[config.mk]
export PLATFORM = sky130hd
export DESIGN_NAME = dcc_queue
export DESIGN_NICKNAME = d
export VERILOG_FILES = /design/src/hdl/dcc_pkg.sv /design/src/hdl/dcc_queue.sv
export SDC_FILE = /design/constraint.sdc
export NUM_CORES = 1
export LEC_CHECK = 0
export ABC_AREA = 0
export BUFFER_PORTS_ARGS = -buffer_cell sky130_fd_sc_hd__buf_2
export CORE_ASPECT_RATIO = 1.5
export CORE_UTILIZATION = 45
export CTS_CLUSTER_DIAMETER = 100
export DETAILED_ROUTE_END_ITERATION = 7
export PLACE_DENSITY = 0.73
export SLEW_MARGIN = 30
export SYNTH_ARGS = -nofsm -noshare
export SYNTH_HDL_FRONTEND = slang
export SYNTH_SLANG_ARGS = --single-unit
[constraint.sdc]
create_clock -name i_clk -period 1.52 [get_ports i_clk]
set_clock_uncertainty 0.1 [all_clocks]
set_input_delay 0.076 -clock i_clk [delete_from_list [all_inputs] [get_ports i_clk]]
set_output_delay 0.076 -clock i_clk [all_outputs]
set_load 0.05 [all_outputs]
[src/hdl/dcc_pkg.sv]
package dcc_pkg;

    // Output scaling: chromaticity values carry this many fraction bits.
    localparam int FRAC_BITS = 16;

    // Temperature limits in kelvin.
    localparam logic [15:0] T_LOW  = 16'd4000;
    localparam logic [15:0] T_MID  = 16'd7000;
    localparam logic [15:0] T_HIGH = 16'd25000;

    // Polynomial coefficients scaled by one million. The cubic term is
    // negative in both sets and is kept as a magnitude already scaled by 1e9.
    localparam logic [63:0] C0N_LO = 64'd4607000000000000;
    localparam logic [63:0] C0N_HI = 64'd2006400000000000;
    localparam logic [21:0] C1_LO  = 22'd2967800;
    localparam logic [21:0] C1_HI  = 22'd1901800;
    localparam logic [17:0] C2_LO  = 18'd99110;
    localparam logic [17:0] C2_HI  = 18'd247480;
    localparam logic [17:0] C3_LO  = 18'd244063;
    localparam logic [17:0] C3_HI  = 18'd237040;

    localparam logic [19:0] MEGA = 20'd1000000;
    localparam logic [9:0]  KILO = 10'd1000;

    // Daylight locus constants in units of 2^-32.
    localparam logic [33:0] LOCUS_K1 = 34'd12326556140;
    localparam logic [31:0] LOCUS_K0 = 32'd1181116006;
    localparam logic [30:0] X_CAP    = 31'h66666666;

    // Pipeline geometry of the arithmetic back end.
    localparam int DIV_STEPS = 33;
    localparam int PRE_STGS  = 6;
    localparam int POST_STGS = 4;
    localparam int N_STGS    = PRE_STGS + DIV_STEPS + POST_STGS;

    localparam logic [15:0] FIELD_MAX = 16'hFFFF;

    // One classified temperature travelling from the front end to the back end.
    typedef struct packed {
        logic [15:0] temp;
        logic        oor;
        logic        hi;
    } t_item;

endpackage

[src/hdl/dcc_queue.sv]
module dcc_queue (
    input  logic           i_clk,
    input  logic           i_rst_n,
    input  logic           i_push,
    input  dcc_pkg::t_item i_item,
    output logic           o_full,
    input  logic           i_pop,
    output logic           o_nempty,
    output dcc_pkg::t_item o_item
);

    dcc_pkg::t_item r_mem [2];
    logic           r_wp;
    logic           r_rp;
    logic [1:0]     r_cnt;

    assign o_full   = r_cnt == 2'd2;
    assign o_nempty = r_cnt != 2'd0;
    assign o_item   = r_mem[r_rp];

    // Two-entry queue with wrapping pointers.
    always_ff @(posedge i_clk) begin
        if (!i_rst_n) begin
            r_wp  <= 1'b0;
            r_rp  <= 1'b0;
            r_cnt <= 2'd0;
        end else begin
            if (i_push) begin
                r_wp <= ~r_wp;
            end
            if (i_pop) begin
                r_rp <= ~r_rp;
            end
            if (i_push && !i_pop) begin
                r_cnt <= r_cnt + 2'd1;
            end else if (!i_push && i_pop) begin
                r_cnt <= r_cnt - 2'd1;
            end
        end
    end

    always_ff @(posedge i_clk) begin
        if (i_push) begin
            r_mem[r_wp] <= i_item;
        end
    end

endmodule

# Word level (Yosys, flattened, before mapping)
# Memories as Yosys holds them, arrays and structs flattened. A register that Yosys moved wholly into a read port is not among the register bits.
# Index checks and enable logic that the tools add are counted.
# totals
mem_count,1
mem_bits_rw,36
ff_bits,4
# op_classes
addsub,2
eq_ne,1
n_reduce_logical,6
bitwise_logic,2
muxes,6
# memory_table
name,depth,width,rd,rd_ports_with_merged_regs,wr,line,text
r_mem,2,18,1,1,1,dcc_queue.sv:12,dcc_pkg::t_item r_mem [2];
# op_table
op,count
1-bit two-way mux,4
2-bit two-way mux,2
2-bit nonzero test,2
"2-bit by 1-bit adder with 2-bit output, second input constant",1
"2-bit == test, second input constant",1
1-bit logical AND,2
1-bit zero test,2
1-bit NOT,2
"2-bit by 1-bit subtractor with 2-bit output, second input constant",1

# Depth between registers and ports, before layout
# Gate-level depths: netlist of run 1.
# logic_depth
ltp_word,4
depth_mapped,5

# Worst setup path after synthesis of run 1
# No wires, ideal clock.
# synth_timing
kind,reg2reg
from,register r_wp
to,memory r_mem[0][0] (netlist bit) (enable)
stages_incl_launch_ff,2
period_less_slack_ns,1.661
setup_slack_ns,-0.141
t_required_ns,1.024
setup_time_ns,0.396
arrival_ns,1.165
path_cell_list,dfxtp_1 nor2b_1
# synth_rtl
element,line,text
"start, declared",dcc_queue.sv:13,logic r_wp;
"start signal, assigned",dcc_queue.sv:29,r_wp <= ~r_wp;
"end, declared",dcc_queue.sv:12,
# Straight into the memory's write port.

==> results of run 1 <==
==> critical path: stages, from the launching register on <==
cell and delay (ps):
dfxtp_4 370, buf_6 140, mux2_2 350, buf_6 160
==> stage by stage <==
step | hold WS, ps | cells | setup WS [ps] | setup TNS (ps) | total power [mW]
global placement | 165 | 164 | 273 | 0 | 1.80
CTS | 31.8 | 192 | -17.2 | -91.6 | 2.54
detailed placement | 168 | 164 | 254 | 0 | 1.81
global route | 55.6 | 192 | -1.95 | -1.95 | 2.65
floorplan | 74.9 | 78 | 198 | 0 | 1.69
finish | 38.3 | 192 | 35.5 | 0 | 2.55
==> sequential cells by signal, summed over array words and instances, names as in the netlist, named ones only <==
signal and cells:
r_cnt 2, r_mem 36, r_rp 1, r_wp 1
==> path summary, 6_finish.rpt <==
check / slack, ps / cells past startpoint / end / from
setup / recovery: 40 / 3 / o_item[0] / flip-flop
hold reg to reg: 430 / 2 / r_cnt[1] / r_cnt[1]
setup reg to reg: 390 / 3 / r_cnt[1] / r_cnt[0]
hold / removal: 40 / 3 / flip-flop / i_pop
==> area by class of cell <==
type / count / area share, %
clock buffer: 6 / 3.28
clock inverter: 2 / 0.452
inverter: 1 / 0.170
multi-input combinational: 34 / 14.8
sequential: 41 / 53.6
tap: 40 / 2.26
timing repair buffer: 68 / 25.5
==> cells in the final DEF (no fill, tap or decap), types with 2 or more instances in the layout <==
cell type	synthesis	routed
clkbuf_8	0	5
xor2_1	2	2
dfxtp_1	5	4
buf_4	0	9
edfxtp_1	36	36
dlygate4sd3_1	0	19
buf_2	1	23
mux2_2	18	17
buf_6	1	17
and2_1	4	4
clkinv_2	0	2
==> per-layer routing <==
layer  global-route usage [%]  vias to the layer above  routed length (um)
li1                         -                      437                   -
met1                     17.0                      429                 976
met2                     27.2                       34                1440
met3                     6.04                        7                 157
met4                     9.84                        0                  74
met5                        0                        -                   0
==> cell families after synthesis <==
kind of cell / after synthesis / share of synthesized area, %
DFF: 41 / 77.6
adders and majority gates: 1 / 0.822
buffers and inverters: 3 / 1.32
muxes: 18 / 13.3
xor gates and xnor gates: 3 / 1.73
AOI/OAI and AO/OA: 3 / 1.32
and+or+nand+nor: 9 / 3.87
==> synth_stat cells <==
cell,number
edfxtp_1,36
mux2_2,18
dfxtp_1,5
and2_1,4
nor2b_1,2
xor2_1,2
a21boi_1,1
and2b_2,1
buf_2,1
buf_6,1
ha_1,1
inv_1,1
o21a_1,1
o21ai_0,1
or2_2,1
or3_1,1
xnor2_1,1
==> repair_timing <==
| action | 4_1_cts | 5_1_grt |
|---|---|---|
| gates cloned | 1 | 0 |
| setup endpoints to repair | 13 | 18 |
| buffers inserted | 0 | 0 |
| hold endpoints to repair | 41 | 0 |
| hold buffers | 19 | 0 |
| resized for setup | 21 | 18 |
==> power by group through the flow <==
stage,registers [mW],clock network (mW),logic [mW]
finish,1.32,0.648,0.583
global route,1.33,0.710,0.612
CTS,1.32,0.669,0.549
detailed placement,1.34,0,0.471
global placement,1.34,0,0.462
floorplan,1.33,0,0.356
==> flow_summary.toml, run 1 <==
[finish]
multi_input_area_sq_um = 327
nets = 174
fillers = 222
final_area_sq_um = 2210
area_delta_synth_final_pct = 45.4
n_antenna_cell = 0
drive_gt1_share_pct = 51.3
final_util_pct = 69.3
seqCellArea_sq_um = 1180

[power]
power_frac_comb_pct = 22.8
p_int_mw = 1.86
ir_drop_uv = 846
switching_share_pct = 27.1
clkPwrFrac_pct = 25.4
p_leak_nw = 0.876
p_seq_share_pct = 51.8
p_sw_uw = 692
power_density_nw_per_um2 = 1150

[place]
placed_area_sq_um = 1820
dp_hpwl_mm = 1.71
place.gp.congestion = 0.647
port_buffers = 41

[synthesis]
synth-seq-area-share_pct = 77.6
synth_area_leader_cell = "edfxtp_1"
synth_area_sq_um = 1520
ys_seq_elements = 41
yosys_warnings = 0
syn-num-nets = 101
ys_top_cells_by_area = "edfxtp_1, mux2_2, dfxtp_1, and2_1, xor2_1"
avgSynthCellArea_sq_um = 19.5
syn_inst = 78
synth_top_area_share_pct = 71.1
yosys.cell_types.count = 17

[clocking]
cts_root_buf = "clkbuf_8"
clock_sinks = 41
path_clk_slew_ps = 70
cts-htree-levels = 2
cts_tree = "yes"
cts_made_buffers = 5
clkLatencyLatePin_ps = 280
clk_path_buf_depth = 2

[setup_path]
cp_max_fo = 7
setup.worst_path.end_class = "primary output"
startpoint_type = "flip-flop"
crit_type = "flip-flop to primary output"
worstPathRequired_ps = 1340
arrival_ps = 1310

[die]
die_w_um = 49.5
start_util_pct = 47.7
die-area_sq_um = 3620
die_h_um = 73.2
num_rows = 25
ios = 42
core_area_sq_um = 3190

[timing]
worst_pin_slew_ps = 251
post-route-period-util_pct = 97.7
finalHoldViolCount = 0
drv_slew = 0
setup_violations = 0
relSlewSlack_pct = 83.4
period_minus_slack_ps = 1480
max_freq_ghz = 0.674

[grt]
grt_max_degree = 14
grt_usage_pct = 16.2
grt_pass1_vias = 930
antenna_found_initial = 0
grt_pass1_wl_mm = 4.11
grt_overflow_total = 0

[worst_hold_path]
hold_path.class = "primary input to flip-flop"

[detailed_routing]
drc_errors = 0
vias = 907
routedWlPerCell_um = 13.8
postRouteAntennaNets = 0
drtPass1Iterations = 3
routed_wl_mm = 2.65
drt_iter0_markers = 20
viasPerCell = 4.72

[run]
max_cap_viol_count = 0

[status]
outcome = "completed"
(Power assumes the default switching activity.)
==> run 2: changes to the inputs <==
- ABC_AREA: 0 -> unset
- CORE_MARGIN: unset -> 2
- CORE_UTILIZATION: 45 -> 48
- CTS_BUF_LIST: unset -> sky130_fd_sc_hd__clkbuf_4 sky130_fd_sc_hd__clkbuf_8
- PLACE_DENSITY: 0.73 -> 0.77
==> run 2 against run 1 <==
Against the previous run:
- register-to-register slack got worse by 30 ps
- first-iteration DRC count decreased by 45%
- critical path depth unchanged
- die area increased by 0.63%
- clock-buffer cell count increased by 2
- clock power increased by 11%
- worst hold slack got worse by 3.8 ps
- final cell count decreased by 2.1%
- worst setup slack got worse by 21 ps
- critical path type unchanged
- largest cell class unchanged
- highest routed layer unchanged
==> flow_summary.toml, run 2 (same netlist as run 1, synthesis figures left out) <==
[finish]
area_delta_synth_final_pct = 46.8
multi_input_area_sq_um = 323
biggestRegsByFlops = "r_mem: 36 flops, r_cnt: 2 flops"
largest_register_ffs = 36
drive_gt1_share_pct = 50.7
top_register = "r_mem"
layout_commonest_cell = "edfxtp_1"
final_util_pct = 72.1
final_cell_mix = "edfxtp_1, buf_2, dlygate4sd3_1, mux2_2, buf_6"
fillers = 191
n_antenna_cell = 0
seqCellArea_sq_um = 1180
nets = 170

[die]
num_rows = 25
die-area_sq_um = 3650
core_area_sq_um = 3100
die_h_um = 73.0
start_util_pct = 49.1
ios = 42
die_w_um = 50.0

[power]
p_leak_nw = 0.873
ir_drop_uv = 917
p_total_mw = 2.64
power_density_nw_per_um2 = 1180

[grt]
antenna_found_initial = 0
grt_pass1_wl_mm = 4.37
grt_overflow_total = 0
grt_pass1_vias = 950
grt_usage_pct = 16.7
grt_max_degree = 19

[worst_hold_path]
hold_path.class = "primary input to flip-flop"
whs_endpoint = "r_rp"
min_from = "i_pop"
hold_path_depth = 3

[place]
place.gp.congestion = 0.631
port_buffers = 41
dp_hpwl_mm = 1.56

[detailed_routing]
viasPerCell = 4.82
postRouteAntennaNets = 0
drt_iter0_markers = 11
routedWlPerCell_um = 14.9
drc_errors = 0
routed_wl_mm = 2.81
vias = 907
drtPass1Iterations = 2

[clocking]
clk_path_buf_depth = 2
path_clk_slew_ps = 70
clkLatencyLatePin_ps = 280
post_cts_buffers = 0
cts_made_buffers = 5
cts_tree = "yes"
cts-htree-levels = 2
cts_root_buf = "clkbuf_8"
clock_sinks = 41

[setup_path]
setup.worst_path.end_class = "primary output"
startpoint_type = "flip-flop"
timing.rr.end = "r_cnt[1]"
cp_max_fo = 9
rrSetupSlack_ps = 360
worstPathRequired_ps = 1340
reg2reg_depth = 3
crit_type = "flip-flop to primary output"
rr_startpoint = "r_cnt[0]"
arrival_ps = 1330

[timing]
relSlewSlack_pct = 83.6
drv_slew = 0
worst_pin_slew_ps = 245
setup_violations = 0
post-route-period-util_pct = 99.1
fin_tns_setup_ps = 0
max_freq_ghz = 0.664
period_minus_slack_ps = 1510
finalHoldViolCount = 0
rsz0062_at_grt = "yes"

[status]
outcome = "completed"

[run]
max_cap_viol_count = 0
-- run 2: worst max-delay path: stages (launching register included) --
cell	delay, ps
dfxtp_4	390
buf_16	140
mux2_2	360
buf_8	160
-- run 2: repair_timing --
action,CTS,global route
gates cloned,1,0
resized for setup,25,15
endpoints found under the setup margin,18,18
hold buffers,19,0
hold endpoints to repair,41,0
-- run 2: power breakdown --
part,leakage [nW],internal [mW],switching [mW]
combinational,0.441,0.258,0.338
sequential,0.380,1.30,0.0284
clock,0.0523,0.405,0.313
-- run 2: area by class of cell --
| type | count | area share (%) |
|---|---|---|
| sequential | 41 | 53.1 |
| timing repair buffer | 64 | 25.7 |
| multi-input combinational | 34 | 14.5 |
| clock buffer | 8 | 4.37 |
| tap | 40 | 2.24 |
| inverter | 1 | 0.168 |
-- run 2: worst max-delay path by stage --
stage,from,to,depth (start not counted),slack (ps)
global route,flip-flop,o_item[12],3,-30
global placement,flip-flop,o_item[15],3,290
CTS,flip-flop,o_item[5],3,0.8
detailed placement,flip-flop,o_item[15],3,290
floorplan,r_wp,r_mem[0][0],1,200
finish,flip-flop,o_item[12],3,10
-- run 2: per-stage QoR --
| stage | area (sq um) | cells | hold slack [ps] | setup slack (ps) |
|---|---|---|---|---|
| after detailed placement | 1800 | 160 | 167 | 286 |
| after floorplan | 1520 | 78 | 74.9 | 198 |
| final | 2230 | 188 | 34.5 | 14.4 |
| after global placement | 1800 | 160 | 164 | 286 |
| after CTS | 2180 | 188 | 17.6 | 0.758 |
| after global routing | 2230 | 188 | 35.8 | -29.9 |
-- run 2: metal layers --
layer	track usage (%)	vias to the layer above	share of wire, %
met3	4.30	4	3.3
met5	0	-	0
met4	6.48	0	1.2
met1	18.6	441	36
met2	30.2	27	60
li1	-	435	-
==> run 3: changes to the inputs <==
- CORE_UTILIZATION: 48 -> 50
- CTS_CLUSTER_SIZE: unset -> 10
- clock period: 1.52 -> 1.7 ns (I/O delays scaled with it)
==> run 3 against run 2 <==
Against the previous run:
- global-route usage shrank 0.41 points
- sequential power is 11% lower
- sequential share of layout area grew 4.1 points
- critical path depth stayed put
- routed wire length shrank 8.5%
- largest cell class unchanged
==> flow_summary.toml, run 3 (same netlist as run 1, synthesis figures left out) <==
[setup_path]
path_buf_inv = 2
arrival_ps = 1430
startpoint_type = "flip-flop"
cp_max_fo = 18
slowest_stage = "mux2_2"
cpLargestDelayFamily = "buffers and inverters"
setup.worst_path.end_class = "primary output"
slowest_delay_ps = 380
crit_chain = "buf_4, mux2_2, buf_2"
crit_type = "flip-flop to primary output"
worstPathRequired_ps = 1510

[finish]
drive_gt1_share_pct = 50.0
final_cell_mix = "buf_2, edfxtp_1, dlygate4sd3_1, mux2_2"
n_antenna_cell = 0
biggestRegsByFlops = "r_mem: 36 flops, r_cnt: 2 flops"
top_register = "r_mem"
area_delta_synth_final_pct = 35.9
largest_register_ffs = 36
fillers = 191
nets = 170
layout_commonest_cell = "buf_2"

[detailed_routing]
routed_wl_mm = 2.57
postRouteAntennaNets = 0
drtPass1Iterations = 4
drt_iter0_markers = 18
vias = 890
drc_errors = 0
routedWlPerCell_um = 13.7
viasPerCell = 4.76

[power]
power_frac_comb_pct = 20.2
power_density_nw_per_um2 = 1070
p_int_mw = 1.62
p_sw_uw = 601
clkPwrFrac_pct = 26.7
p_leak_nw = 0.819
p_seq_share_pct = 53.1
ir_drop_uv = 741
switching_share_pct = 27.1

[clocking]
cts-htree-levels = 2
cts_made_buffers = 5
path_clk_slew_ps = 70
cts_tree = "yes"
cts_resized = 0
cts_root_buf = "clkbuf_8"
clock_sinks = 41
cts.hold.buffers_added = 19
clkLatencyLatePin_ps = 280
post_cts_buffers = 0
clk_path_buf_depth = 2

[timing]
relSlewSlack_pct = 83.2
max_freq_ghz = 0.618
whs_ps = 43.1
post-route-period-util_pct = 95.1
finalHoldViolCount = 0
worst_pin_slew_ps = 254
drv_slew = 0
fin_tns_setup_ps = 0
rsz0062_at_grt = "no"
setup_violations = 0
period_minus_slack_ps = 1620

[die]
die-area_sq_um = 3510
die_w_um = 49.0
core_area_sq_um = 2910
num_rows = 24
die_h_um = 71.6
start_util_pct = 52.2
ios = 42

[place]
dp_hpwl_mm = 1.68
port_buffers = 41
place.gp.congestion = 0.667

[grt]
grt_max_degree = 19
grt_pass1_wl_mm = 4.15
grt_overflow_total = 0
grt_usage_pct = 16.3
grt_pass1_vias = 971
antenna_found_initial = 0

[worst_hold_path]
hold_path.class = "primary input to flip-flop"

[status]
outcome = "completed"

[run]
max_cap_viol_count = 0
## run 3: power by group through the flow
stage	clock (mW)	combinational (mW)	sequential, mW
floorplan	0	0.317	1.19
global placement	0	0.407	1.20
detailed placement	0	0.414	1.20
CTS	0.612	0.449	1.18
global route	0.651	0.472	1.18
finish	0.591	0.448	1.18
## run 3: worst paths after layout
path / from / slack [ps] / cells after the start / to
max: flip-flop / 80 / 3 / o_item[6]
min: i_pop / 40 / 3 / flip-flop
max reg2reg: r_cnt[0] / 530 / 3 / r_cnt[1]
min reg2reg: r_cnt[1] / 420 / 2 / r_cnt[1]
## run 3: worst register-to-register path, stage by stage, from the launching register on
cell and delay (ps):
dfxtp_1 350, xor2_1 180, or3_1 310, a21boi_1 150
## run 3: metrics by stage
stage                     setup WS, ps  power [mW]  instances  cell area (sq um)  utilization (%)
after detailed placement           399        1.61        160               1790             61.5
after floorplan                   38.6        1.51         78               1520                -
after global placement             399        1.60        160               1790             61.5
after global routing              20.1        2.31        187               2070             71.0
after CTS                         74.7        2.24        187               2070             71.0
final                             82.8        2.22        187               2070             71.0
## run 3: area by class of cell
class | instances | area (sq um) | area share (%)
clock inverters | 2 | 10.0 | 0.484
multi-input cells | 34 | 323 | 15.6
well taps | 39 | 48.8 | 2.36
repair buffers | 64 | 425 | 20.6
clock buffers | 6 | 76.3 | 3.69
flip-flops and latches | 41 | 1180 | 57.1
inverters | 1 | 3.75 | 0.181
## run 3: layer usage
layer | global-route usage (%) | routed length (um) | vias to the layer above
met5 | 0 | 0 | -
met4 | 7.62 | 38 | 0
met3 | 5.21 | 122 | 5
met2 | 30.6 | 1440 | 28
met1 | 15.9 | 967 | 427
li1 | - | - | 430
