==> src/hdl/dcc_pkg.sv <==
package dcc_pkg;

    // Output scaling: chromaticity values carry this many fraction bits.
    localparam int FRAC_BITS = 16;

    // Temperature limits in kelvin.
    localparam logic [15:0] T_LOW  = 16'd4000;
    localparam logic [15:0] T_MID  = 16'd7000;
    localparam logic [15:0] T_HIGH = 16'd25000;

    // Polynomial coefficients scaled by one million. The cubic term is
    // negative in both sets and is kept as a magnitude already scaled by 1e9.
    localparam logic [63:0] C0N_LO = 64'd4607000000000000;
    localparam logic [63:0] C0N_HI = 64'd2006400000000000;
    localparam logic [21:0] C1_LO  = 22'd2967800;
    localparam logic [21:0] C1_HI  = 22'd1901800;
    localparam logic [17:0] C2_LO  = 18'd99110;
    localparam logic [17:0] C2_HI  = 18'd247480;
    localparam logic [17:0] C3_LO  = 18'd244063;
    localparam logic [17:0] C3_HI  = 18'd237040;

    localparam logic [19:0] MEGA = 20'd1000000;
    localparam logic [9:0]  KILO = 10'd1000;

    // Daylight locus constants in units of 2^-32.
    localparam logic [33:0] LOCUS_K1 = 34'd12326556140;
    localparam logic [31:0] LOCUS_K0 = 32'd1181116006;
    localparam logic [30:0] X_CAP    = 31'h66666666;

    // Pipeline geometry of the arithmetic back end.
    localparam int DIV_STEPS = 33;
    localparam int PRE_STGS  = 6;
    localparam int POST_STGS = 4;
    localparam int N_STGS    = PRE_STGS + DIV_STEPS + POST_STGS;

    localparam logic [15:0] FIELD_MAX = 16'hFFFF;

    // One classified temperature travelling from the front end to the back end.
    typedef struct packed {
        logic [15:0] temp;
        logic        oor;
        logic        hi;
    } t_item;

endpackage

==> src/hdl/dcc_front.sv <==
module dcc_front (
    input  logic          i_clk,
    input  logic          i_rst_n,
    input  logic          i_valid,
    output logic          o_ready,
    input  logic [15:0]   i_temp_kelvin,
    output logic          o_push,
    output dcc_pkg::t_item o_item,
    input  logic          i_full
);

    logic           r_valid;
    dcc_pkg::t_item r_item;
    dcc_pkg::t_item n_item;

    // The held beat moves into the queue whenever the queue has room.
    assign o_push  = r_valid && !i_full;
    assign o_ready = !r_valid || !i_full;
    assign o_item  = r_item;

    // Classify the temperature: range check and coefficient set.
    always_comb begin
        n_item.temp = i_temp_kelvin;
        n_item.oor  = (i_temp_kelvin < dcc_pkg::T_LOW) || (i_temp_kelvin > dcc_pkg::T_HIGH);
        n_item.hi   = i_temp_kelvin > dcc_pkg::T_MID;
    end

    always_ff @(posedge i_clk) begin
        if (!i_rst_n) begin
            r_valid <= 1'b0;
        end else if (o_ready) begin
            r_valid <= i_valid;
        end
    end

    always_ff @(posedge i_clk) begin
        if (o_ready && i_valid) begin
            r_item <= n_item;
        end
    end

endmodule

==> config.mk <==
export PLATFORM = sky130hd
export DESIGN_NAME = dcc_front
export DESIGN_NICKNAME = d
export VERILOG_FILES = /design/src/hdl/dcc_pkg.sv /design/src/hdl/dcc_front.sv
export SDC_FILE = /design/constraint.sdc
export NUM_CORES = 1
export LEC_CHECK = 0
export BUFFER_PORTS_ARGS = -buffer_cell sky130_fd_sc_hd__buf_2
export CORE_MARGIN = 10
export CORE_UTILIZATION = 38
export CTS_CLUSTER_SIZE = 24
export DETAILED_ROUTE_END_ITERATION = 8
export PLACE_DENSITY_LB_ADDON = 0.08
export SETUP_SLACK_MARGIN = 0.4
export SYNTH_ARGS = -nofsm -noshare
export SYNTH_HDL_FRONTEND = slang
export SYNTH_SLANG_ARGS = --single-unit
export TNS_END_PERCENT = 30
==> constraint.sdc <==
create_clock -name i_clk -period 1.32 [get_ports i_clk]
set_clock_uncertainty 0.15 [all_clocks]
set_input_delay 0.066 -clock i_clk [delete_from_list [all_inputs] [get_ports i_clk]]
set_output_delay 0.066 -clock i_clk [all_outputs]
set_load 0.03 [all_outputs]
# Word level (Yosys, flattened, before mapping)
# Cells that the tools add are included.
# totals
regBits	19
in_bits	20
out_inout_bits	20
wordCells	13
# op_classes
n_lt_le_gt_ge	3
n_reduce_logical	6
# op_table
op	n
> comparator 16 x 13 -> 1 bit, second input constant	1
> comparator 16 x 15 -> 1 bit, second input constant	1
less-than comparator 16 x 12 -> 1 bit, second input constant	1
logical AND 1 bit	2
zero test 1 bit	2
logical OR 1 bit	2

# Longest topological paths before layout
# Gate-level depths: netlist of the first run.
# logic_depth
ltp_word	3
depth_mapped	4
depth_no_buf	4

# Worst setup path before layout of the first run
# No wires, ideal clock.
# synth_timing
path_kind	register to register
start	register r_valid
end	register r_item, in the netlist o_item[0], enable pin
setup_time_ns	0.376
arrival_ns	1.078
required_time_ns	0.794
slack_ns	-0.285
path_stages_with_launch	3
path_buffers	0
synth_period_minus_slack_ns	1.605
path_cell_list	dfxtp_1 nand2_1 and2_1
# synth_between
elab_chain_cells	3
# synth_rtl
item	line	source
start: declaration	dcc_front.sv:12	logic r_valid;
start signal: assignment	dcc_front.sv:32	r_valid <= i_valid;
zero test 1 bit	dcc_front.sv:18	assign o_ready = !r_valid || !i_full;
logical OR 1 bit	dcc_front.sv:18	
named net o_ready	dcc_front.sv:5	output logic o_ready,
logical AND 1 bit	dcc_front.sv:37	if (o_ready && i_valid) begin
end signal: assignment	dcc_front.sv:38	r_item <= n_item;
end: declaration	dcc_front.sv:13	dcc_pkg::t_item r_item;
# The timed path passes the listed nets, and every way through them passes these cells.
# A chain may end at the register's enable or synchronous reset.

# Worst setup path in the final report of the first run
# layout_timing
start	register r_valid
end	output port o_push
# layout_between
elab_chain_cells	1
# layout_rtl
item	line	source
logical AND 1 bit	dcc_front.sv:17	assign o_push = r_valid && !i_full;
end: declaration	dcc_front.sv:7	output logic o_push,
# No other way between the ends.

==> metrics.csv, run 1 <==
stage;metric;value;unit
cts;CTS tree;yes;
floorplanning;Die Span Y;64.3;um
routing;post-route ant nets;0;
sta;crit share post-route;0.866;
placement;pre-CTS WS;0.0392;ns
cts;htree depth;1;
placement;HPWL Detailed;1.38;mm
worst_setup_path;Setup Crit Path Kind;reg -> out;
sta;worst slew pin tran;0.334;ns
layout;nets;134;
floorplanning;Die W;64.3;um
sta;setup tns final;0;ns
synthesis;number of synthesized flops with an enable pin;18;
global_routing;Remaining Overflow, GRT;0;
synthesis;Cell Area, Synth;747;um2
floorplanning;initial core utilization;0.415;
cts;clk sinks;19;
power;pwr dens;969;nW/um2
placement;number of port buffers;39;
routing;DRC Markers;0;
layout;ANT cells;0;
layout;fillers;144;
cts;CTS Root Cell;clkbuf_4;
global_routing;largest net degree at the start of global routing;11;
worst_setup_path;worst reg-to-reg setup slack;0.26;ns
sta;Fmax;875;MHz
global_routing;first-pass GRT wire length;3.22;mm
floorplanning;Rows;15;
floorplanning;number of I/O pins;40;
placement;dpl cells;112;
cts;insertion delay to the later sink of the worst-skew pair;0.29;ns
synthesis;ys async rst share;0;
synthesis;ys flop type;edfxtp_1;
worst_setup_path;Worst EP required;1.10;ns
sta;RSZ-0062 raised after global routing;yes;
power;peak supply drop;0.000575;V
worst_setup_path;CP Data Arrival Time;0.93;ns
synthesis;top post-synthesis cells by area;edfxtp_1 72%, dfxtp_1 2.7%, nor2b_1 2.5%, a21oi_1 2.0%, o211ai_1 2.0%;
routing;Avg Vias per Cell;4.86;
synthesis;Synth warnings;0;
routing;Detailed Route WL;2.02;mm
sta;crit path time final;1.14;ns
routing;WL/cell;14.6;um
cts;clk buf depth;2;
sta;min setup slack post-route;0.177;ns
synthesis;Netlist cell types;22;
floorplanning;DIE AREA;4140;um2
sta;Final setup viols;0;
synthesis;Post-Synthesis Cells;48;
floorplanning;Core Region;1800;um2
layout;area of the multi-input gates;230;um2
synthesis;register area share after synthesis;0.750;
global_routing;GR Util All Layers;0.0962;
power;leakage power total;0.527;nW
synthesis;Yosys top cell area share;0.724;
worst_setup_path;crit-path max FO;3;
worst_setup_path;Setup crit start kind;flip-flop;
power;Power, Total;1.27;mW
layout;Area Overhead vs Synth;75.7;%
synthesis;leading area contributor after synthesis;edfxtp_1;
sta;Max Slew Vio Count;0;
worst_setup_path;Worst setup EP type;output port;
cts;Num CTS Buffers;3;
sta;Rel. slew slack;0.776;
global_routing;antenna violations before repair;0;
global_routing;number of global-route vias before repair;728;
sta;Final Hold Vio Count;0;
cts;CTS clk-pin slew, worst paths;0.09;ns
synthesis;syn avg cell area;15.6;um2
routing;DRT Pass-1 Iters;4;
layout;post-route core utilization;0.728;
job;max-cap violations;0;
layout;register area;564;um2
min_path;Worst Hold Class;in -> reg;
layout;layout cells sized above 1;0.451;
synthesis;Synth Net Count;68;
routing;drt initial violations;6;
synthesis;#FFs+latches synth;19;
placement;routability congestion estimate;0.731;
routing;detailed-route via count;671;
layout;Finished Layout Cells;138;
status;status;complete, no violations;
[critical path, cell delays in order, from the launching register on]
cell and delay [ns]:
dfxtp_4 0.38, nor2b_4 0.13, buf_6 0.13
[cell usage after synthesis (all sizes together), types with 2 or more instances]
| master | instances |
|---|---|
| nand2b | 2 |
| o21ai | 2 |
| a31oi | 2 |
| edfxtp | 18 |
| and3 | 2 |
| nor4 | 3 |
| nor2b | 3 |
| o211ai | 2 |
| a21oi | 3 |
[kinds of logic (layout without fill, tap and decap cells)]
| kind of cell | count (synthesis) | in the layout | share of synthesized area |
|---|---|---|---|
| AOI/OAI and AO/OA | 10 | 10 | 0.0821 |
| buffers and inverters | 0 | 62 | 0 |
| DFF | 19 | 19 | 0.750 |
| and+or+nand+nor | 19 | 22 | 0.168 |
[sequential cells by signal (all words and copies together) (netlist names)]
| signal | cells |
|---|---|
| o_item | 18 |
| r_valid | 1 |
[per-stage QoR]
step / hold slack (ns) / cell area [um2]
6_report: 0.0123 / 1310
5_1_grt: 0.0126 / 1310
4_1_cts: 0.0133 / 1230
3_5_place_dp: 0.106 / 985
3_3_place_gp: 0.109 / 985
2_1_floorplan: 0.0149 / 758
[metal layers]
| metal | routed length [um] | part of all wire | GRT usage |
|---|---|---|---|
| met2 | 1010 | 0.50 | 0.172 |
| met4 | 19 | 0.0094 | 0.0401 |
| met1 | 817 | 0.41 | 0.0941 |
| met3 | 174 | 0.086 | 0.0418 |
| met5 | 0 | 0 | 0 |
[timing repair]
action | CTS | global route
buffers inserted | 0 | 0
endpoints found under the hold margin | 17 | 0
hold buffers | 19 | 0
gates resized for setup | 4 | 36
pin swaps | 1 | 0
gates cloned | 3 | 0
endpoints found under the setup margin | 40 | 41
[placed cells by master (no fill, tap or decap), types with 2 or more instances in the layout]
cell / instances
nand2b_1: 2
o21ai_1: 2
clkbuf_4: 3
nor4_1: 2
a21oi_1: 3
nor2b_1: 2
a31oi_1: 2
edfxtp_1: 18
buf_6: 12
buf_2: 27
dlygate4sd3_1: 19
o211ai_1: 2
and2_4: 4
[cell type report]
type / instances / share of cell area
clock buffers: 4 / 0.0200
repair buffers: 58 / 0.351
flip-flops and latches: 19 / 0.430
well taps: 25 / 0.0238
multi-input cells: 32 / 0.175
[report_power, final]
group,leakage [nW],total (mW),switching [mW],internal [mW]
Sequential,0.181,0.712,0.0123,0.699
Clock,0.0150,0.282,0.165,0.118
Combinational,0.331,0.278,0.148,0.130
[worst paths after layout]
kind / start / to / depth (start not counted)
max: r_valid / o_push / 2
min: i_temp_kelvin[15] / o_item[1] / 3
max reg2reg: r_valid / o_item[16] / 2
min reg2reg: r_valid / r_valid / 2
Power figures use the tool's default switching activity.
==> inputs of run 2 (changes only) <==
--- a/config.mk
+++ b/config.mk
@@ -8,6 +8,7 @@
 export BUFFER_PORTS_ARGS = -buffer_cell sky130_fd_sc_hd__buf_2
 export CORE_MARGIN = 10
 export CORE_UTILIZATION = 38
+export CTS_BUF_LIST = sky130_fd_sc_hd__clkbuf_16
 export CTS_CLUSTER_SIZE = 24
 export DETAILED_ROUTE_END_ITERATION = 8
 export PLACE_DENSITY_LB_ADDON = 0.08
==> metrics.csv, run 2 (same netlist as run 1, synthesis figures left out) <==
stage;metric;value;unit
global_routing;GR Util All Layers;0.103;
sta;setup tns final;0;ns
status;status;finished with violations;
worst_setup_path;reg2reg start;r_valid;
power;leakage power total;0.533;nW
floorplanning;Rows;15;
cts;Num CTS Buffers;3;
sta;Final Hold Vio Count;1;
cts;clk sinks;19;
sta;crit share post-route;0.822;
layout;register area;564;um2
layout;layout cells sized above 1;0.477;
routing;Detailed Route WL;2.07;mm
placement;HPWL Detailed;1.38;mm
cts;CTS clk-pin slew, worst paths;0.05;ns
floorplanning;Core Region;1800;um2
worst_setup_path;Setup Crit Path Kind;reg -> out;
floorplanning;Die W;64.3;um
worst_setup_path;Worst setup EP type;output port;
placement;routability congestion estimate;0.731;
sta;Rel. slew slack;0.822;
worst_setup_path;worst reg-to-reg setup slack;0.26;ns
worst_setup_path;Setup crit start kind;flip-flop;
layout;ANT cells;0;
cts;insertion delay to the later sink of the worst-skew pair;0.25;ns
routing;Avg Vias per Cell;4.90;
layout;Finished Layout Cells;136;
worst_setup_path;Worst EP required;1.10;ns
sta;min setup slack post-route;0.235;ns
layout;final non-filler cell area;1320;um2
sta;Final setup viols;0;
placement;number of port buffers;39;
layout;number of flip-flops under the largest register name;18;
placement;dpl cells;112;
layout;most common cell after layout, fill and taps aside;buf_2;
global_routing;first-pass GRT wire length;3.37;mm
layout;Area Overhead vs Synth;76.7;%
power;Power, Total;1.58;mW
floorplanning;DIE AREA;4140;um2
sta;RSZ-0062 raised after global routing;yes;
layout;nets;132;
min_path;Worst Hold Class;in -> reg;
min_path;worst hold path startpoint;i_valid;
min_path;Hold Path End;r_valid;
sta;WHS;-0.00890;ns
sta;Fmax;922;MHz
sta;crit path time final;1.08;ns
global_routing;Remaining Overflow, GRT;0;
routing;DRT Pass-1 Iters;3;
routing;WL/cell;15.3;um
sta;Max Slew Vio Count;0;
routing;detailed-route via count;666;
cts;postcts setup bufs;0;
placement;placed inst area;985;um2
cts;CTS Root Cell;clkbuf_16;
floorplanning;initial core utilization;0.415;
status;failing checks;hold timing;
layout;area of the multi-input gates;251;um2
layout;post-route core utilization;0.733;
layout;commonest cells after routing, fill and taps aside;35 x buf_2, 18 x edfxtp_1, 17 x dlygate4sd3_1;
routing;drt initial violations;9;
job;max-cap violations;0;
global_routing;largest net degree at the start of global routing;11;
placement;pre-CTS WS;0.0392;ns
cts;htree depth;1;
layout;fillers;142;
cts;CTS tree;yes;
power;peak supply drop;0.000917;V
routing;post-route ant nets;0;
cts;clk buf depth;2;
sta;worst slew pin tran;0.264;ns
worst_setup_path;CP Data Arrival Time;0.87;ns
routing;DRC Markers;0;
worst_setup_path;crit-path max FO;3;
min_path;hold depth;3;
global_routing;number of global-route vias before repair;728;
power;pwr dens;1190;nW/um2
worst_setup_path;Register-to-Register Path Depth;2;
floorplanning;Die Span Y;64.3;um
floorplanning;number of I/O pins;40;
global_routing;antenna violations before repair;0;
worst_setup_path;Reg-to-Reg End;o_item[9];
run 2: worst max-delay path, cell delays in order, from the launching register on:
cell and delay [ns]:
dfxtp_4 0.36, nor2b_4 0.13, buf_6 0.13
run 2: where the power goes:
part           switching, mW  internal, mW
sequential           0.00815         0.701
combinational          0.153         0.112
clock                  0.199         0.402
total                  0.360          1.22
run 2: routing by layer:
| metal | up-vias | part of all wire | GRT usage |
|---|---|---|---|
| li1 | 329 | - | - |
| met1 | 309 | 0.40 | 0.103 |
| met2 | 24 | 0.50 | 0.171 |
| met3 | 4 | 0.083 | 0.0436 |
| met4 | 0 | 0.020 | 0.0695 |
| met5 | - | 0 | 0 |
run 2: repair_timing:
action | in CTS | in global routing
pin swaps | 1 | 3
gates cloned | 3 | 0
resized for setup | 3 | 16
hold buffers | 17 | 0
hold endpoints to repair | 17 | 0
setup endpoints to repair | 40 | 41
run 2: worst max path at each step:
| stage | to | startpoint | slack [ns] |
|---|---|---|---|
| finish | o_push | r_valid | 0.24 |
| global route | o_push | r_valid | 0.20 |
| CTS | o_push | r_valid | 0.21 |
| detailed placement | o_item[1] | i_temp_kelvin[12] | 0.04 |
| global placement | o_item[1] | i_temp_kelvin[12] | 0.04 |
| floorplan | o_item[0] | r_valid | 0.16 |
run 2: final cells by class:
type	count	share of cell area
clock buffers	3	0.0569
well taps	25	0.0237
repair buffers	56	0.299
multi-input cells	32	0.191
flip-flops and latches	19	0.427
clock inverters	1	0.00284
==> inputs of run 3 (changes only) <==
--- a/config.mk
+++ b/config.mk
@@ -5,9 +5,10 @@
 export SDC_FILE = /design/constraint.sdc
 export NUM_CORES = 1
 export LEC_CHECK = 0
+export ABC_AREA = 1
 export BUFFER_PORTS_ARGS = -buffer_cell sky130_fd_sc_hd__buf_2
 export CORE_MARGIN = 10
-export CORE_UTILIZATION = 38
+export CORE_UTILIZATION = 45
 export CTS_BUF_LIST = sky130_fd_sc_hd__clkbuf_16
 export CTS_CLUSTER_SIZE = 24
 export DETAILED_ROUTE_END_ITERATION = 8
==> constraint.sdc (replaced) <==
create_clock -name i_clk -period 1 [get_ports i_clk]
set_clock_uncertainty 0.15 [all_clocks]
set_input_delay 0.05 -clock i_clk [delete_from_list [all_inputs] [get_ports i_clk]]
set_output_delay 0.05 -clock i_clk [all_outputs]
set_load 0.03 [all_outputs]
==> metrics.csv, run 3 <==
stage;metric;value;unit
layout;most common cell after layout, fill and taps aside;nand2_1;
global_routing;met3 Track Usage GR;0.0348;
worst_setup_path;Setup Crit Path Kind;reg -> out;
placement;HPWL Detailed;1.69;mm
global_routing;largest net degree at the start of global routing;19;
layout;commonest cells after routing, fill and taps aside;26 x nand2_1, 22 x buf_6, 18 x edfxtp_1;
routing;Avg Vias per Cell;4.79;
floorplanning;Die Span Y;64.2;um
sta;RSZ-0062 raised after global routing;yes;
floorplanning;initial core utilization;0.493;
sta;Fmax;861;MHz
sta;Final setup viols;22;
sta;min setup slack post-route;-0.161;ns
layout;nets;169;
floorplanning;DIE AREA;4120;um2
synthesis;syn avg cell area;9.07;um2
layout;final non-filler cell area;1470;um2
worst_setup_path;delay of the slowest cell on the worst path;0.35;ns
worst_setup_path;crit path max-delay cell type;dfxtp_2;
sta;crit share post-route;1.16;
power;pwr dens;1490;nW/um2
power;peak supply drop;0.000943;V
worst_setup_path;CP Data Arrival Time;0.96;ns
routing;post-route ant nets;0;
global_routing;first-pass GRT wire length;3.88;mm
synthesis;register area share after synthesis;0.637;
synthesis;top-count cell post-synth;nand2_1;
global_routing;antenna violations before repair;0;
floorplanning;Die W;64.2;um
cts;CTS Root Cell;clkbuf_16;
routing;DRT Pass-1 Iters;4;
global_routing;M1 GR Usage;0.129;
sta;WHS;-0.162;ns
layout;number of flip-flops under the largest register name;18;
layout;ANT cells;0;
sta;Max Slew Vio Count;0;
job;max-cap violations;0;
synthesis;Synth warnings;0;
global_routing;number of global-route vias before repair;848;
cts;clk sinks;19;
global_routing;gr busiest metal;met2;
synthesis;top post-synthesis cells by area;edfxtp_1 61%, nand2_1 14%, inv_1 6.4%, nor2_1 6.0%, nand3_1 2.8%;
global_routing;Remaining Overflow, GRT;0;
synthesis;Netlist cell types;13;
floorplanning;number of I/O pins;40;
synthesis;Synth Net Count;117;
global_routing;GR Util All Layers;0.115;
routing;WL/cell;14.3;um
min_path;Worst Hold Class;in -> reg;
synthesis;#FFs+latches synth;19;
placement;number of port buffers;39;
synthesis;Cell Area, Synth;880;um2
layout;Area Overhead vs Synth;66.7;%
synthesis;Post-Synthesis Cells;97;
routing;drt initial violations;37;
sta;crit path time final;1.16;ns
placement;routability congestion estimate;0.773;
floorplanning;Core Region;1780;um2
cts;CTS tree;yes;
power;Power, Total;2.18;mW
sta;worst slew pin tran;0.173;ns
global_routing;met2 Use GR;0.203;
routing;detailed-route via count;828;
routing;DRC Markers;0;
status;status;finished with violations;
sta;Final Hold Vio Count;15;
power;leakage power total;0.664;nW
synthesis;Yosys top cell area share;0.615;
worst_setup_path;Top delay family on crit path;flip-flops;
layout;layout cells sized above 1;0.486;
layout;fillers;114;
worst_setup_path;Setup crit start kind;flip-flop;
cts;htree depth;1;
cts;Num CTS Buffers;3;
synthesis;ys flop type;edfxtp_1;
cts;CTS clk-pin slew, worst paths;0.05;ns
worst_setup_path;Worst setup EP type;output port;
worst_setup_path;Cell Chain, Critical Path;buf_6, inv_2, nor2_1, buf_4;
routing;Detailed Route WL;2.47;mm
synthesis;number of synthesized flops with an enable pin;18;
synthesis;Post-synth top cells;32 x nand2_1, 18 x edfxtp_1, 15 x inv_1;
synthesis;ys async rst share;0;
floorplanning;Rows;15;
status;failing checks;hold timing, setup timing;
cts;clk buf depth;2;
worst_setup_path;crit-path max FO;2;
placement;placed inst area;1190;um2
worst_setup_path;Worst EP required;0.80;ns
cts;insertion delay to the later sink of the worst-skew pair;0.25;ns
worst_setup_path;CP Buf/Inv Count;3;
sta;Rel. slew slack;0.885;
synthesis;leading area contributor after synthesis;edfxtp_1;
-- run 3: final cells by class --
type | count | area [um2] | share of cell area
repair buffers | 47 | 413 | 0.282
flip-flops and latches | 19 | 562 | 0.383
well taps | 25 | 31.3 | 0.0213
clock inverters | 1 | 5.00 | 0.00341
clock buffers | 3 | 75.1 | 0.0512
multi-input cells | 62 | 320 | 0.218
inverters | 16 | 60.1 | 0.0410
-- run 3: kinds of logic after synthesis --
logic type,share of synthesized area
compound gates,0.0313
buf+inv,0.0683
flops,0.637
simple gates,0.263
-- run 3: per-stage QoR --
stage | setup WS, ns | std cells | util | setup TNS (ns)
after floorplan | -0.208 | 97 | - | -3.74
after global placement | -0.105 | 169 | 0.668 | -1.35
after detailed placement | -0.115 | 169 | 0.668 | -1.43
after CTS | -0.166 | 173 | 0.806 | -1.92
after global routing | -0.217 | 173 | 0.822 | -2.63
final | -0.161 | 173 | 0.822 | -1.83
-- run 3: final timing paths --
kind / start / endpoint / slack [ns] / cells after the start
max reg2reg: r_valid / o_item[5] / -0.09 / 2
min reg2reg: r_valid / r_valid / 0.50 / 3
max: r_valid / o_push / -0.16 / 4
min: i_temp_kelvin[0] / o_item[2] / -0.16 / 1
-- run 3: repair_timing --
| item | CTS | global route |
|---|---|---|
| hold endpoints to repair | 16 | 16 |
| gates resized for setup | 55 | 11 |
| pin swaps | 6 | 9 |
| endpoints found under the setup margin | 41 | 41 |
| buffers inserted | 0 | 0 |
-- run 3: report_power, final --
group	switching (mW)	total, mW	internal [mW]
Clock	0.272	0.807	0.535
Sequential	0.0228	0.951	0.928
Combinational	0.242	0.424	0.182
Total	0.537	2.18	1.65
-- run 3: routing by layer --
metal / vias to the layer above / routed length, um
met5: - / 0
met1: 378 / 977
met3: 7 / 163
li1: 412 / -
met4: 0 / 52
met2: 31 / 1270
